--- config.mk ---
export PLATFORM = sky130hd
export DESIGN_NAME = multi_slot_event_timer_core
export DESIGN_NICKNAME = d
export VERILOG_FILES = /design/src/rtl/core/mset_pkg.sv /design/src/rtl/core/mset_cell.sv /design/src/rtl/core/mset_ctrl.sv /design/src/rtl/core/multi_slot_event_timer_core.sv
export SDC_FILE = /design/constraint.sdc
export NUM_CORES = 2
export LEC_CHECK = 0
export BUFFER_PORTS_ARGS = -buffer_cell sky130_fd_sc_hd__buf_2
export CAP_MARGIN = 5
export CORE_ASPECT_RATIO = 1.5
export CORE_MARGIN = 4
export CORE_UTILIZATION = 40
export CTS_BUF_LIST = sky130_fd_sc_hd__clkbuf_4
export DETAILED_ROUTE_END_ITERATION = 10
export GPL_ROUTABILITY_DRIVEN = 0
export PLACE_DENSITY_LB_ADDON = 0.15
export SKIP_CTS_REPAIR_TIMING = 1
export SKIP_LAST_GASP = 1
export SLEW_MARGIN = 20
export SYNTH_ARGS = -nofsm -noshare
export SYNTH_HDL_FRONTEND = slang
export SYNTH_SLANG_ARGS = --single-unit
export TNS_END_PERCENT = 5
--- constraint.sdc ---
create_clock -name clk -period 5.5 [get_ports clk]
set_input_delay 0 -clock clk [delete_from_list [all_inputs] [get_ports clk]]
set_output_delay 0 -clock clk [all_outputs]
set_load 0.02 [all_outputs]
--- src/rtl/core/mset_pkg.sv ---
// ----------------------------------------------------------------------------
// mset_pkg: shared types and constants for the multi-slot event timer
// Sizes, operation codes, the token that walks the cell chain and the
// firing report that a cell hands back to the controller.
// ----------------------------------------------------------------------------
`default_nettype none

package mset_pkg;

    // Table size and derived widths.
    localparam int SLOT_COUNT  = 8;
    localparam int SLOT_W      = $clog2(SLOT_COUNT);
    localparam int FREE_W      = $clog2(SLOT_COUNT + 1);
    localparam int MAX_RESULTS = 8;
    localparam int CNT_W       = $clog2(MAX_RESULTS + 1);
    localparam int PERIOD_W    = 32;
    localparam int OP_W        = 3;
    localparam int HANDLE_W    = 3;

    // Input operation codes.
    localparam logic [OP_W-1:0] OP_TICK        = 3'd0;
    localparam logic [OP_W-1:0] OP_DISPATCH    = 3'd1;
    localparam logic [OP_W-1:0] OP_CREATE_NEXT = 3'd2;
    localparam logic [OP_W-1:0] OP_CREATE_ZERO = 3'd3;
    localparam logic [OP_W-1:0] OP_END         = 3'd4;

    // Action carried by the token through the chain.
    typedef enum logic [2:0] {
        CELL_NOP,
        CELL_TICK,
        CELL_DISPATCH,
        CELL_LOAD,
        CELL_END
    } cell_op_t;

    // Controller states.
    typedef enum logic [1:0] {
        ST_IDLE,
        ST_RUN,
        ST_FINISH
    } ctrl_state_t;

    // Kind of closing result owed once the token leaves the chain.
    typedef enum logic [1:0] {
        RES_NONE,
        RES_DISPATCH,
        RES_CREATE
    } result_kind_t;

    // Command token handed from cell to cell, one hop per cycle unless the chain is held.
    typedef struct packed {
        logic                valid;
        cell_op_t            op;
        logic [SLOT_W-1:0]   pos;
        logic [SLOT_W-1:0]   target;
        logic [PERIOD_W-1:0] period;
        logic                act;
        logic                once;
        logic [CNT_W-1:0]    cnt;
    } token_t;

    // Firing report from the cell that holds the token.
    typedef struct packed {
        logic              fire;
        logic [SLOT_W-1:0] handle;
    } fire_evt_t;

    // Controller to chain control.
    typedef struct packed {
        logic   hold;
        token_t tok;
    } chain_ctl_t;

endpackage

`default_nettype wire

--- src/rtl/core/mset_cell.sv ---
// ----------------------------------------------------------------------------
// mset_cell: one timer slot of the chain
// Holds period, remaining count and flags of one slot, applies the token
// that passes through it and forwards the token to the next cell.
// ----------------------------------------------------------------------------
`default_nettype none

module mset_cell (
    input  wire logic               clk,
    input  wire logic               rst_n,
    input  wire logic               hold,
    input  wire mset_pkg::token_t   tok_in,
    output mset_pkg::token_t        tok_out,
    output mset_pkg::fire_evt_t     evt
);
    import mset_pkg::*;

    token_t              tok_reg;
    logic [PERIOD_W-1:0] period_reg;
    logic [PERIOD_W-1:0] period_next;
    logic [PERIOD_W-1:0] remain_reg;
    logic [PERIOD_W-1:0] remain_next;
    logic                active_reg;
    logic                active_next;
    logic                once_reg;
    logic                once_next;
    logic                hit;
    logic                fire;

    // The token addresses this slot when its position matches the target.
    assign hit  = tok_reg.valid && (tok_reg.pos == tok_reg.target);
    assign fire = tok_reg.valid && (tok_reg.op == CELL_DISPATCH) && active_reg
                  && (remain_reg == '0) && (tok_reg.cnt < CNT_W'(MAX_RESULTS));

    assign evt.fire   = fire;
    assign evt.handle = fire ? tok_reg.pos : '0;

    // Forward the token with the next position and the updated fire count.
    always_comb
    begin
        tok_out     = tok_reg;
        tok_out.pos = tok_reg.pos + SLOT_W'(1);
        tok_out.cnt = tok_reg.cnt + CNT_W'(fire);
    end

    // Apply the token to this slot.
    always_comb
    begin
        period_next = period_reg;
        remain_next = remain_reg;
        active_next = active_reg;
        once_next   = once_reg;
        if (tok_reg.valid && !hold)
        begin
            case (tok_reg.op)
                CELL_TICK:
                begin
                    if (active_reg && (remain_reg != '0))
                    begin
                        remain_next = remain_reg - PERIOD_W'(1);
                    end
                end
                CELL_DISPATCH:
                begin
                    if (fire)
                    begin
                        remain_next = period_reg;
                        if (once_reg)
                        begin
                            active_next = 1'b0;
                        end
                    end
                end
                CELL_LOAD:
                begin
                    if (hit)
                    begin
                        period_next = tok_reg.period;
                        remain_next = tok_reg.period;
                        active_next = tok_reg.act;
                        once_next   = tok_reg.once;
                    end
                end
                CELL_END:
                begin
                    if (hit)
                    begin
                        active_next = 1'b0;
                    end
                end
                default:
                begin
                end
            endcase
        end
    end

    // Slot state and token stage.
    always_ff @(posedge clk or negedge rst_n)
    begin
        if (!rst_n)
        begin
            tok_reg    <= '0;
            period_reg <= '0;
            remain_reg <= '0;
            active_reg <= 1'b0;
            once_reg   <= 1'b0;
        end
        else
        begin
            period_reg <= period_next;
            remain_reg <= remain_next;
            active_reg <= active_next;
            once_reg   <= once_next;
            if (!hold)
            begin
                tok_reg <= tok_in;
            end
        end
    end

    // The fire count never passes the per-dispatch cap.
    a_cnt_cap: assert property (@(posedge clk) disable iff (!rst_n)
        tok_reg.valid |-> (tok_reg.cnt <= CNT_W'(MAX_RESULTS)))
        else $error("token fire count above cap");

    // A one-shot slot that fires is inactive afterwards.
    a_one_shot: assert property (@(posedge clk) disable iff (!rst_n)
        (fire && !hold && once_reg) |=> !active_reg)
        else $error("one-shot slot still active after firing");

    // A held chain keeps its token in place.
    a_hold_token: assert property (@(posedge clk) disable iff (!rst_n)
        hold |=> $stable(tok_reg))
        else $error("token moved during hold");

endmodule

`default_nettype wire

--- src/rtl/core/mset_ctrl.sv ---
// ----------------------------------------------------------------------------
// mset_ctrl: item sequencer for the multi-slot event timer
// Accepts items, launches a token into the cell chain, orders firing
// reports into results with a one-deep pending stage and an output register.
// ----------------------------------------------------------------------------
`default_nettype none

module mset_ctrl (
    input  wire logic                          clk,
    input  wire logic                          rst_n,
    input  wire logic                          in_valid,
    output logic                               in_stall,
    input  wire logic [mset_pkg::OP_W-1:0]     operation,
    input  wire logic [2:0]                    slot,
    input  wire logic [mset_pkg::PERIOD_W-1:0] period,
    input  wire logic                          start_active,
    input  wire logic                          one_shot,
    output logic                               out_valid,
    input  wire logic                          out_stall,
    output logic [mset_pkg::HANDLE_W-1:0]      handle,
    output logic                               fired,
    output logic                               status,
    output logic                               last,
    output mset_pkg::chain_ctl_t               ctl,
    input  wire mset_pkg::fire_evt_t           evt,
    input  wire logic                          tok_exit
);
    import mset_pkg::*;

    ctrl_state_t           state_reg;
    ctrl_state_t           state_next;
    result_kind_t          kind_reg;
    result_kind_t          kind_next;
    logic [HANDLE_W-1:0]   create_handle_reg;
    logic [HANDLE_W-1:0]   create_handle_next;
    logic                  full_reg;
    logic                  full_next;
    logic [FREE_W-1:0]     free_reg;
    logic [FREE_W-1:0]     free_next;
    logic                  pend_valid_reg;
    logic                  pend_valid_next;
    logic [SLOT_W-1:0]     pend_handle_reg;
    logic [SLOT_W-1:0]     pend_handle_next;
    logic                  out_valid_reg;
    logic                  out_valid_next;
    logic [HANDLE_W-1:0]   handle_reg;
    logic [HANDLE_W-1:0]   handle_next;
    logic                  fired_reg;
    logic                  fired_next;
    logic                  status_reg;
    logic                  status_next;
    logic                  last_reg;
    logic                  last_next;
    logic                  in_accept;
    logic                  out_free;
    logic                  hold;
    logic                  exit_go;
    token_t                tok;

    assign in_stall  = (state_reg != ST_IDLE);
    assign in_accept = in_valid && !in_stall;
    assign out_free  = !out_valid_reg || !out_stall;

    // The chain waits when a firing meets a full pending stage and stalled output.
    assign hold    = evt.fire && pend_valid_reg && !out_free;
    assign exit_go = tok_exit && !hold;

    assign ctl.hold = hold;
    assign ctl.tok  = tok;

    assign out_valid = out_valid_reg;
    assign handle    = handle_reg;
    assign fired     = fired_reg;
    assign status    = status_reg;
    assign last      = last_reg;

    // Decode an accepted item into a chain token and the result it owes.
    always_comb
    begin
        tok                = '0;
        tok.valid          = in_accept;
        tok.period         = period;
        tok.act            = start_active;
        tok.once           = one_shot;
        kind_next          = kind_reg;
        create_handle_next = create_handle_reg;
        full_next          = full_reg;
        free_next          = free_reg;
        if (in_accept)
        begin
            kind_next = RES_NONE;
            full_next = 1'b0;
            unique case (operation)
                OP_TICK:
                begin
                    tok.op = CELL_TICK;
                end
                OP_DISPATCH:
                begin
                    tok.op    = CELL_DISPATCH;
                    kind_next = RES_DISPATCH;
                end
                OP_CREATE_NEXT:
                begin
                    kind_next = RES_CREATE;
                    if (free_reg >= FREE_W'(SLOT_COUNT))
                    begin
                        full_next          = 1'b1;
                        create_handle_next = '0;
                    end
                    else
                    begin
                        tok.op             = CELL_LOAD;
                        tok.target         = SLOT_W'(free_reg);
                        create_handle_next = HANDLE_W'(free_reg);
                        free_next          = free_reg + FREE_W'(1);
                    end
                end
                OP_CREATE_ZERO:
                begin
                    tok.op             = CELL_LOAD;
                    kind_next          = RES_CREATE;
                    create_handle_next = '0;
                end
                OP_END:
                begin
                    if (32'(slot) < 32'(SLOT_COUNT))
                    begin
                        tok.op     = CELL_END;
                        tok.target = SLOT_W'(slot);
                    end
                end
                default:
                begin
                    tok.op = CELL_NOP;
                end
            endcase
        end
    end

    // Sequencing, pending stage and output register.
    always_comb
    begin
        state_next       = state_reg;
        pend_valid_next  = pend_valid_reg;
        pend_handle_next = pend_handle_reg;
        out_valid_next   = out_valid_reg && out_stall;
        handle_next      = handle_reg;
        fired_next       = fired_reg;
        status_next      = status_reg;
        last_next        = last_reg;
        unique case (state_reg)
            ST_IDLE:
            begin
                if (in_accept)
                begin
                    state_next = ST_RUN;
                end
            end
            ST_RUN:
            begin
                if (evt.fire && !hold)
                begin
                    if (pend_valid_reg)
                    begin
                        out_valid_next = 1'b1;
                        handle_next    = HANDLE_W'(pend_handle_reg);
                        fired_next     = 1'b1;
                        status_next    = 1'b0;
                        last_next      = 1'b0;
                    end
                    pend_valid_next  = 1'b1;
                    pend_handle_next = evt.handle;
                end
                if (exit_go)
                begin
                    state_next = ST_FINISH;
                end
            end
            ST_FINISH:
            begin
                if (kind_reg == RES_NONE)
                begin
                    state_next = ST_IDLE;
                end
                else if (out_free)
                begin
                    out_valid_next  = 1'b1;
                    last_next       = 1'b1;
                    pend_valid_next = 1'b0;
                    state_next      = ST_IDLE;
                    if (kind_reg == RES_CREATE)
                    begin
                        handle_next = create_handle_reg;
                        fired_next  = 1'b0;
                        status_next = full_reg;
                    end
                    else
                    begin
                        handle_next = pend_valid_reg ? HANDLE_W'(pend_handle_reg) : '0;
                        fired_next  = pend_valid_reg;
                        status_next = 1'b0;
                    end
                end
            end
            default:
            begin
                state_next = ST_IDLE;
            end
        endcase
    end

    // Control registers.
    always_ff @(posedge clk or negedge rst_n)
    begin
        if (!rst_n)
        begin
            state_reg      <= ST_IDLE;
            kind_reg       <= RES_NONE;
            full_reg       <= 1'b0;
            free_reg       <= FREE_W'(1);
            pend_valid_reg <= 1'b0;
            out_valid_reg  <= 1'b0;
        end
        else
        begin
            state_reg      <= state_next;
            kind_reg       <= kind_next;
            full_reg       <= full_next;
            free_reg       <= free_next;
            pend_valid_reg <= pend_valid_next;
            out_valid_reg  <= out_valid_next;
        end
    end

    // Payload registers.
    always_ff @(posedge clk)
    begin
        create_handle_reg <= create_handle_next;
        pend_handle_reg   <= pend_handle_next;
        handle_reg        <= handle_next;
        fired_reg         <= fired_next;
        status_reg        <= status_next;
        last_reg          <= last_next;
    end

    // The chain is only held while a token is in flight.
    a_hold_run: assert property (@(posedge clk) disable iff (!rst_n)
        hold |-> (state_reg == ST_RUN))
        else $error("chain held outside run state");

    // A token leaves the chain only while the item is running.
    a_exit_run: assert property (@(posedge clk) disable iff (!rst_n)
        tok_exit |-> (state_reg == ST_RUN))
        else $error("token exit outside run state");

    // Nothing is left pending once the block is idle again.
    a_pend_idle: assert property (@(posedge clk) disable iff (!rst_n)
        (state_reg == ST_IDLE) |-> !pend_valid_reg)
        else $error("pending firing while idle");

    // The closing result of an item carries the last mark.
    a_finish_last: assert property (@(posedge clk) disable iff (!rst_n)
        ((state_reg == ST_FINISH) && (kind_reg != RES_NONE) && out_free)
        |=> (out_valid_reg && last_reg))
        else $error("closing result without last mark");

endmodule

`default_nettype wire

--- src/rtl/core/multi_slot_event_timer_core.sv ---
// ----------------------------------------------------------------------------
// multi_slot_event_timer_core: table of timer slots built as a cell chain
// A token per item walks a row of slot cells, one cell per cycle while the
// chain is not held; the controller turns firing reports into ordered results.
//
//   Channel | Handshake             | Payload
//   --------+-----------------------+-----------------------------------------
//   in      | in_valid / in_stall   | operation, slot, period, start_active,
//           |                       | one_shot
//   out     | out_valid / out_stall | handle, fired, status, last
//
// An item is accepted only while the block is idle; its token is launched,
// walks the chain through every cell, and the item then closes before the next
// acceptance. While a result waits for a full, stalled output register, the
// chain or the closing step is held.
// Reset clears all slots and sets the next free slot to one.
// ----------------------------------------------------------------------------
`default_nettype none

module multi_slot_event_timer_core (
    input  wire logic                          clk,
    input  wire logic                          rst_n,
    input  wire logic                          in_valid,
    output logic                               in_stall,
    input  wire logic [mset_pkg::OP_W-1:0]     operation,
    input  wire logic [2:0]                    slot,
    input  wire logic [mset_pkg::PERIOD_W-1:0] period,
    input  wire logic                          start_active,
    input  wire logic                          one_shot,
    output logic                               out_valid,
    input  wire logic                          out_stall,
    output logic [mset_pkg::HANDLE_W-1:0]      handle,
    output logic                               fired,
    output logic                               status,
    output logic                               last
);
    import mset_pkg::*;

    chain_ctl_t ctl;
    token_t     tok_chain [SLOT_COUNT+1];
    fire_evt_t  evt_cell  [SLOT_COUNT];
    fire_evt_t  evt_any;

    assign tok_chain[0] = ctl.tok;

    // Row of slot cells, each forwarding the token to its neighbor.
    for (genvar i = 0; i < SLOT_COUNT; i++)
    begin : g_cell
        mset_cell u_cell (
            .clk     (clk),
            .rst_n   (rst_n),
            .hold    (ctl.hold),
            .tok_in  (tok_chain[i]),
            .tok_out (tok_chain[i+1]),
            .evt     (evt_cell[i])
        );
    end

    // Only the cell holding the token can report, so an OR merges them.
    always_comb
    begin
        evt_any = '0;
        for (int i = 0; i < SLOT_COUNT; i++)
        begin
            evt_any = evt_any | evt_cell[i];
        end
    end

    mset_ctrl u_ctrl (
        .clk          (clk),
        .rst_n        (rst_n),
        .in_valid     (in_valid),
        .in_stall     (in_stall),
        .operation    (operation),
        .slot         (slot),
        .period       (period),
        .start_active (start_active),
        .one_shot     (one_shot),
        .out_valid    (out_valid),
        .out_stall    (out_stall),
        .handle       (handle),
        .fired        (fired),
        .status       (status),
        .last         (last),
        .ctl          (ctl),
        .evt          (evt_any),
        .tok_exit     (tok_chain[SLOT_COUNT].valid)
    );

endmodule

`default_nettype wire

==> summary.md <==
| Metric | Value |
|---|---|
| Max reg flops | approximately 330 |
| Antenna violations before repair | 2 |
| Worst-Skew Late Latency | 1190 ps |
| Vias per std cell | 5.64 |
| Synth Warn # | 0 |
| CP bufs+invs | 5 |
| LEAKAGE | 23.8 nW |
| Kind of critical path | reg -> reg |
| Unrepaired setup endpoints after global routing | false |
| Endpoint type of the worst setup path | flop |
| Total routed wirelength | 139000 um |
| Seq/Total Area, Yosys | 0.494 |
| CTS sink count | 916 |
| NetSw | 0.00456 W |
| CP Cell Sequence | inv_1, ha_1, nor3b_1, nand4_1, nor4_2, or4_4, o41ai_4, buf_4, buf_4, o211ai_1, dlygate4sd3_1, nand2_1, dlygate4sd3_1 |
| Largest family of logic cells by synthesized area | simple AND/OR/NAND/NOR gates |
| Cells after Synth | 4867 |
| Vias | 37957 |
| Routed Antenna Nets | 0 |
| # DRC | 0 |
| DR pass1 iterations | 5 |
| Max Buffers Root-to-Sink | 3 |
| Post-synthesis compound-gate area fraction | 0.143 |
| Multiplexer area fraction after synthesis | 0.119 |
| Async S/R FF share, synth | 0.987 |
| Die area | 0.122 mm^2 |
| Crit path largest cell delay | 810 ps |
| Syn nets | 4946 |
| Max Fanout on Critical Path | 85 |
| Pint | 0.0107 W |
| Clk root buf | clkbuf_4 |
| Place WS | 1120 ps |
| Crit-path leading delay family | buffers and inverters |
| Synth Area in Simple Gates | 0.192 |
| CTS tree | built |
| Die width | 287 um |
| Peak Freq | 200 MHz |
| Clock network fraction of total power | 0.376 |
| Crit path time final | 5000 ps |
| Reg power frac | 0.490 |
| First-pass GRT wire length | roughly 220000 um |
| Final #Nets | approximately 5000 |
| # fillers | 11332 |
| Gr usage total | 0.225 |
| Max_slew headroom | 0.273 |
| Max-cap violation count | 0 |
| Grt total ovfl | 0 |
| Core Box Area | about 0.12 mm^2 |
| WL/cell | approximately 21 um |
| Distinct cells, synth | 89 |
| Synth Flop Type | dfrtp_1 |
| Die span in y | 426 um |
| Status | complete, no violations |
| Leading area contributor after synthesis | dfrtp_1 |
| Slew @ Worst Pin | between 1000 and 1500 ps |
| Initial Utilization | 0.402 |
| HP Class | in -> reg |
| DR iter-0 viols | 2396 |
| Synthesized cell area | 0.0465 mm^2 |
| Setup-failing EPs final | 0 |
| Switching Share | 0.300 |
| # H-tree levels | 4 |
| Slew Limit Fails | 0 |
| Adder-Cell Fraction of Synth Area | 0.00941 |
| Critical path required time | 6600 ps |
| Vias in the first global route | 37536 |
| PD cells | 292 mW/mm^2 |
| CTS Buf Count | approximately 230 |
| Final hold violation count | 0 |
| Avg Cell Area, Syn | 9.56 um^2 |
| Post-synth EDFFs | 12 |
| Setup TNS Final | 0 ps |
| Most common cell in the netlist | nand2_1 |
| Synthesis-to-layout area growth | 11.8% |
| Yosys reg bits | approximately 900 |
| Arrival time at the worst endpoint | 6100 ps |
| Largest cells by area after synthesis | dfrtp_1 49%, nand2_1 9.7%, mux2_2 7.0% |
| FP Rows | 153 |
| Logic pwr share | 0.134 |
| Fin worst setup slack | 501 ps |
| Startpoint Class | flop |
| Post-DP HPWL | 91800 um |
| IO Pins | 52 |
| Final period utilization | 0.909 |
| Worst IR Drop VDD | 167 uV |
| Post-synthesis xor/xnor area fraction | 0.00546 |
| Slowest CP cell | buf_4 |
| Fraction of layout cells with a size suffix above 1 | 0.174 |
| Clock Skew | 91.3 ps |
| Post-synth top cells | 1209 x nand2_1, 903 x dfrtp_1, 289 x mux2_2, 244 x a21oi_1, 209 x nor2_1 |
| CTS clk-pin slew, worst paths | 70 ps |
| Top cell type's share of synthesized area | 0.485 |
| Number of port buffers | 51 |
| Largest net degree at the start of global routing | 172 |
==> through the flow <==
stage          instances  cell area [um^2]  total power, W  hold slack (ps)   util
6_report            6735             52000          0.0152             87.9  0.449
5_1_grt             6735             52000          0.0161            -28.0  0.449
4_1_cts             6634             51100          0.0154            -1270  0.441
3_5_place_dp        6237             48300         0.00959             77.4  0.417
3_3_place_gp        6237             48300         0.00957             74.5  0.417
2_1_floorplan       4867             46500         0.00878             -296      -
==> metal layers <==
layer | wire, um | track usage | up-vias | part of all wire
met5 | 0 | 0 | - | 0
met4 | 6810 | 0.108 | 0 | 0.049
met3 | 4990 | 0.0348 | 304 | 0.036
met2 | 72800 | 0.403 | 915 | 0.52
met1 | 54900 | 0.263 | 18857 | 0.39
li1 | - | - | 17881 | -
==> path summary, 6_finish.rpt <==
kind                                                             from                                         end  slack, ps  depth (start not counted)
min                                                        period[19]    g_cell[0].u_cell.tok_out[25]$_DFFE_PN0N_         90                          5
min reg2reg                   g_cell[7].u_cell.tok_out[4]$_DFFE_PN0N_     g_cell[7].u_cell.tok_out[4]$_DFFE_PN0N_        480                          2
max reg2reg                g_cell[1].u_cell.remain_reg[0]$_DFFE_PN0P_    g_cell[0].u_cell.tok_out[45]$_DFFE_PN0N_        500                         13
max in group asynchronous                                       rst_n  g_cell[0].u_cell.remain_reg[3]$_DFFE_PN0P_       4080                          5
max                        g_cell[1].u_cell.remain_reg[0]$_DFFE_PN0P_    g_cell[0].u_cell.tok_out[45]$_DFFE_PN0N_        500                         13
min in group asynchronous                                       rst_n    g_cell[7].u_cell.tok_out[12]$_DFFE_PN0N_        100                          4
==> power by group through the flow <==
stage	combinational [W]	clock [W]	sequential, W
2_1_floorplan	0.00136	0	0.00742
4_1_cts	0.00201	0.00595	0.00746
3_3_place_gp	0.00199	0	0.00758
5_1_grt	0.00227	0.00629	0.00750
3_5_place_dp	0.00200	0	0.00759
6_report	0.00205	0.00571	0.00746
==> kinds of logic (layout without fill, tap and decap cells) <==
family / Yosys count / in the layout
and+or+nand+nor: 2008 / 2008
AOI/OAI and AO/OA: 982 / 982
DFF: 916 / 916
muxes: 498 / 498
buffers and inverters: 399 / 710
adders and majority gates: 35 / 35
xor gates and xnor gates: 29 / 29
other: 0 / 7
==> cell type report <==
class | count | area (um^2) | area share
timing repair buffer | 249 | 2180 | 0.0419
clock inverter | 49 | 208 | 0.00399
clock buffer | 348 | 2610 | 0.0502
tap | 1550 | 1940 | 0.0373
inverter | 64 | 240 | 0.00462
multi-input combinational | 3552 | 21900 | 0.420
antenna | 7 | 17.5 | 0.000337
sequential | 916 | 23000 | 0.442
==> cells in the final DEF (no fill, tap or decap), drive strengths merged, types with 51 or more instances in the layout <==
cell type and instances:
clkbuf 348, nor4 90, nand3 82, mux2 349
nor3 134, dfrtp 903, buf 156, a31oi 131
a21oi 244, inv 67, o22a 52, o21ai 142
nand2 1211, o31ai 51, nor2 209, dlygate4sd3 93
mux2i 149
==> tightest hold or removal path, cell delays in order <==
cell and delay, ps:
dlygate4sd3_1 510, buf_2 90, dlygate4sd3_1 530, nand2_1 50, nand2_1 40
Power figures use the tool's default switching activity.
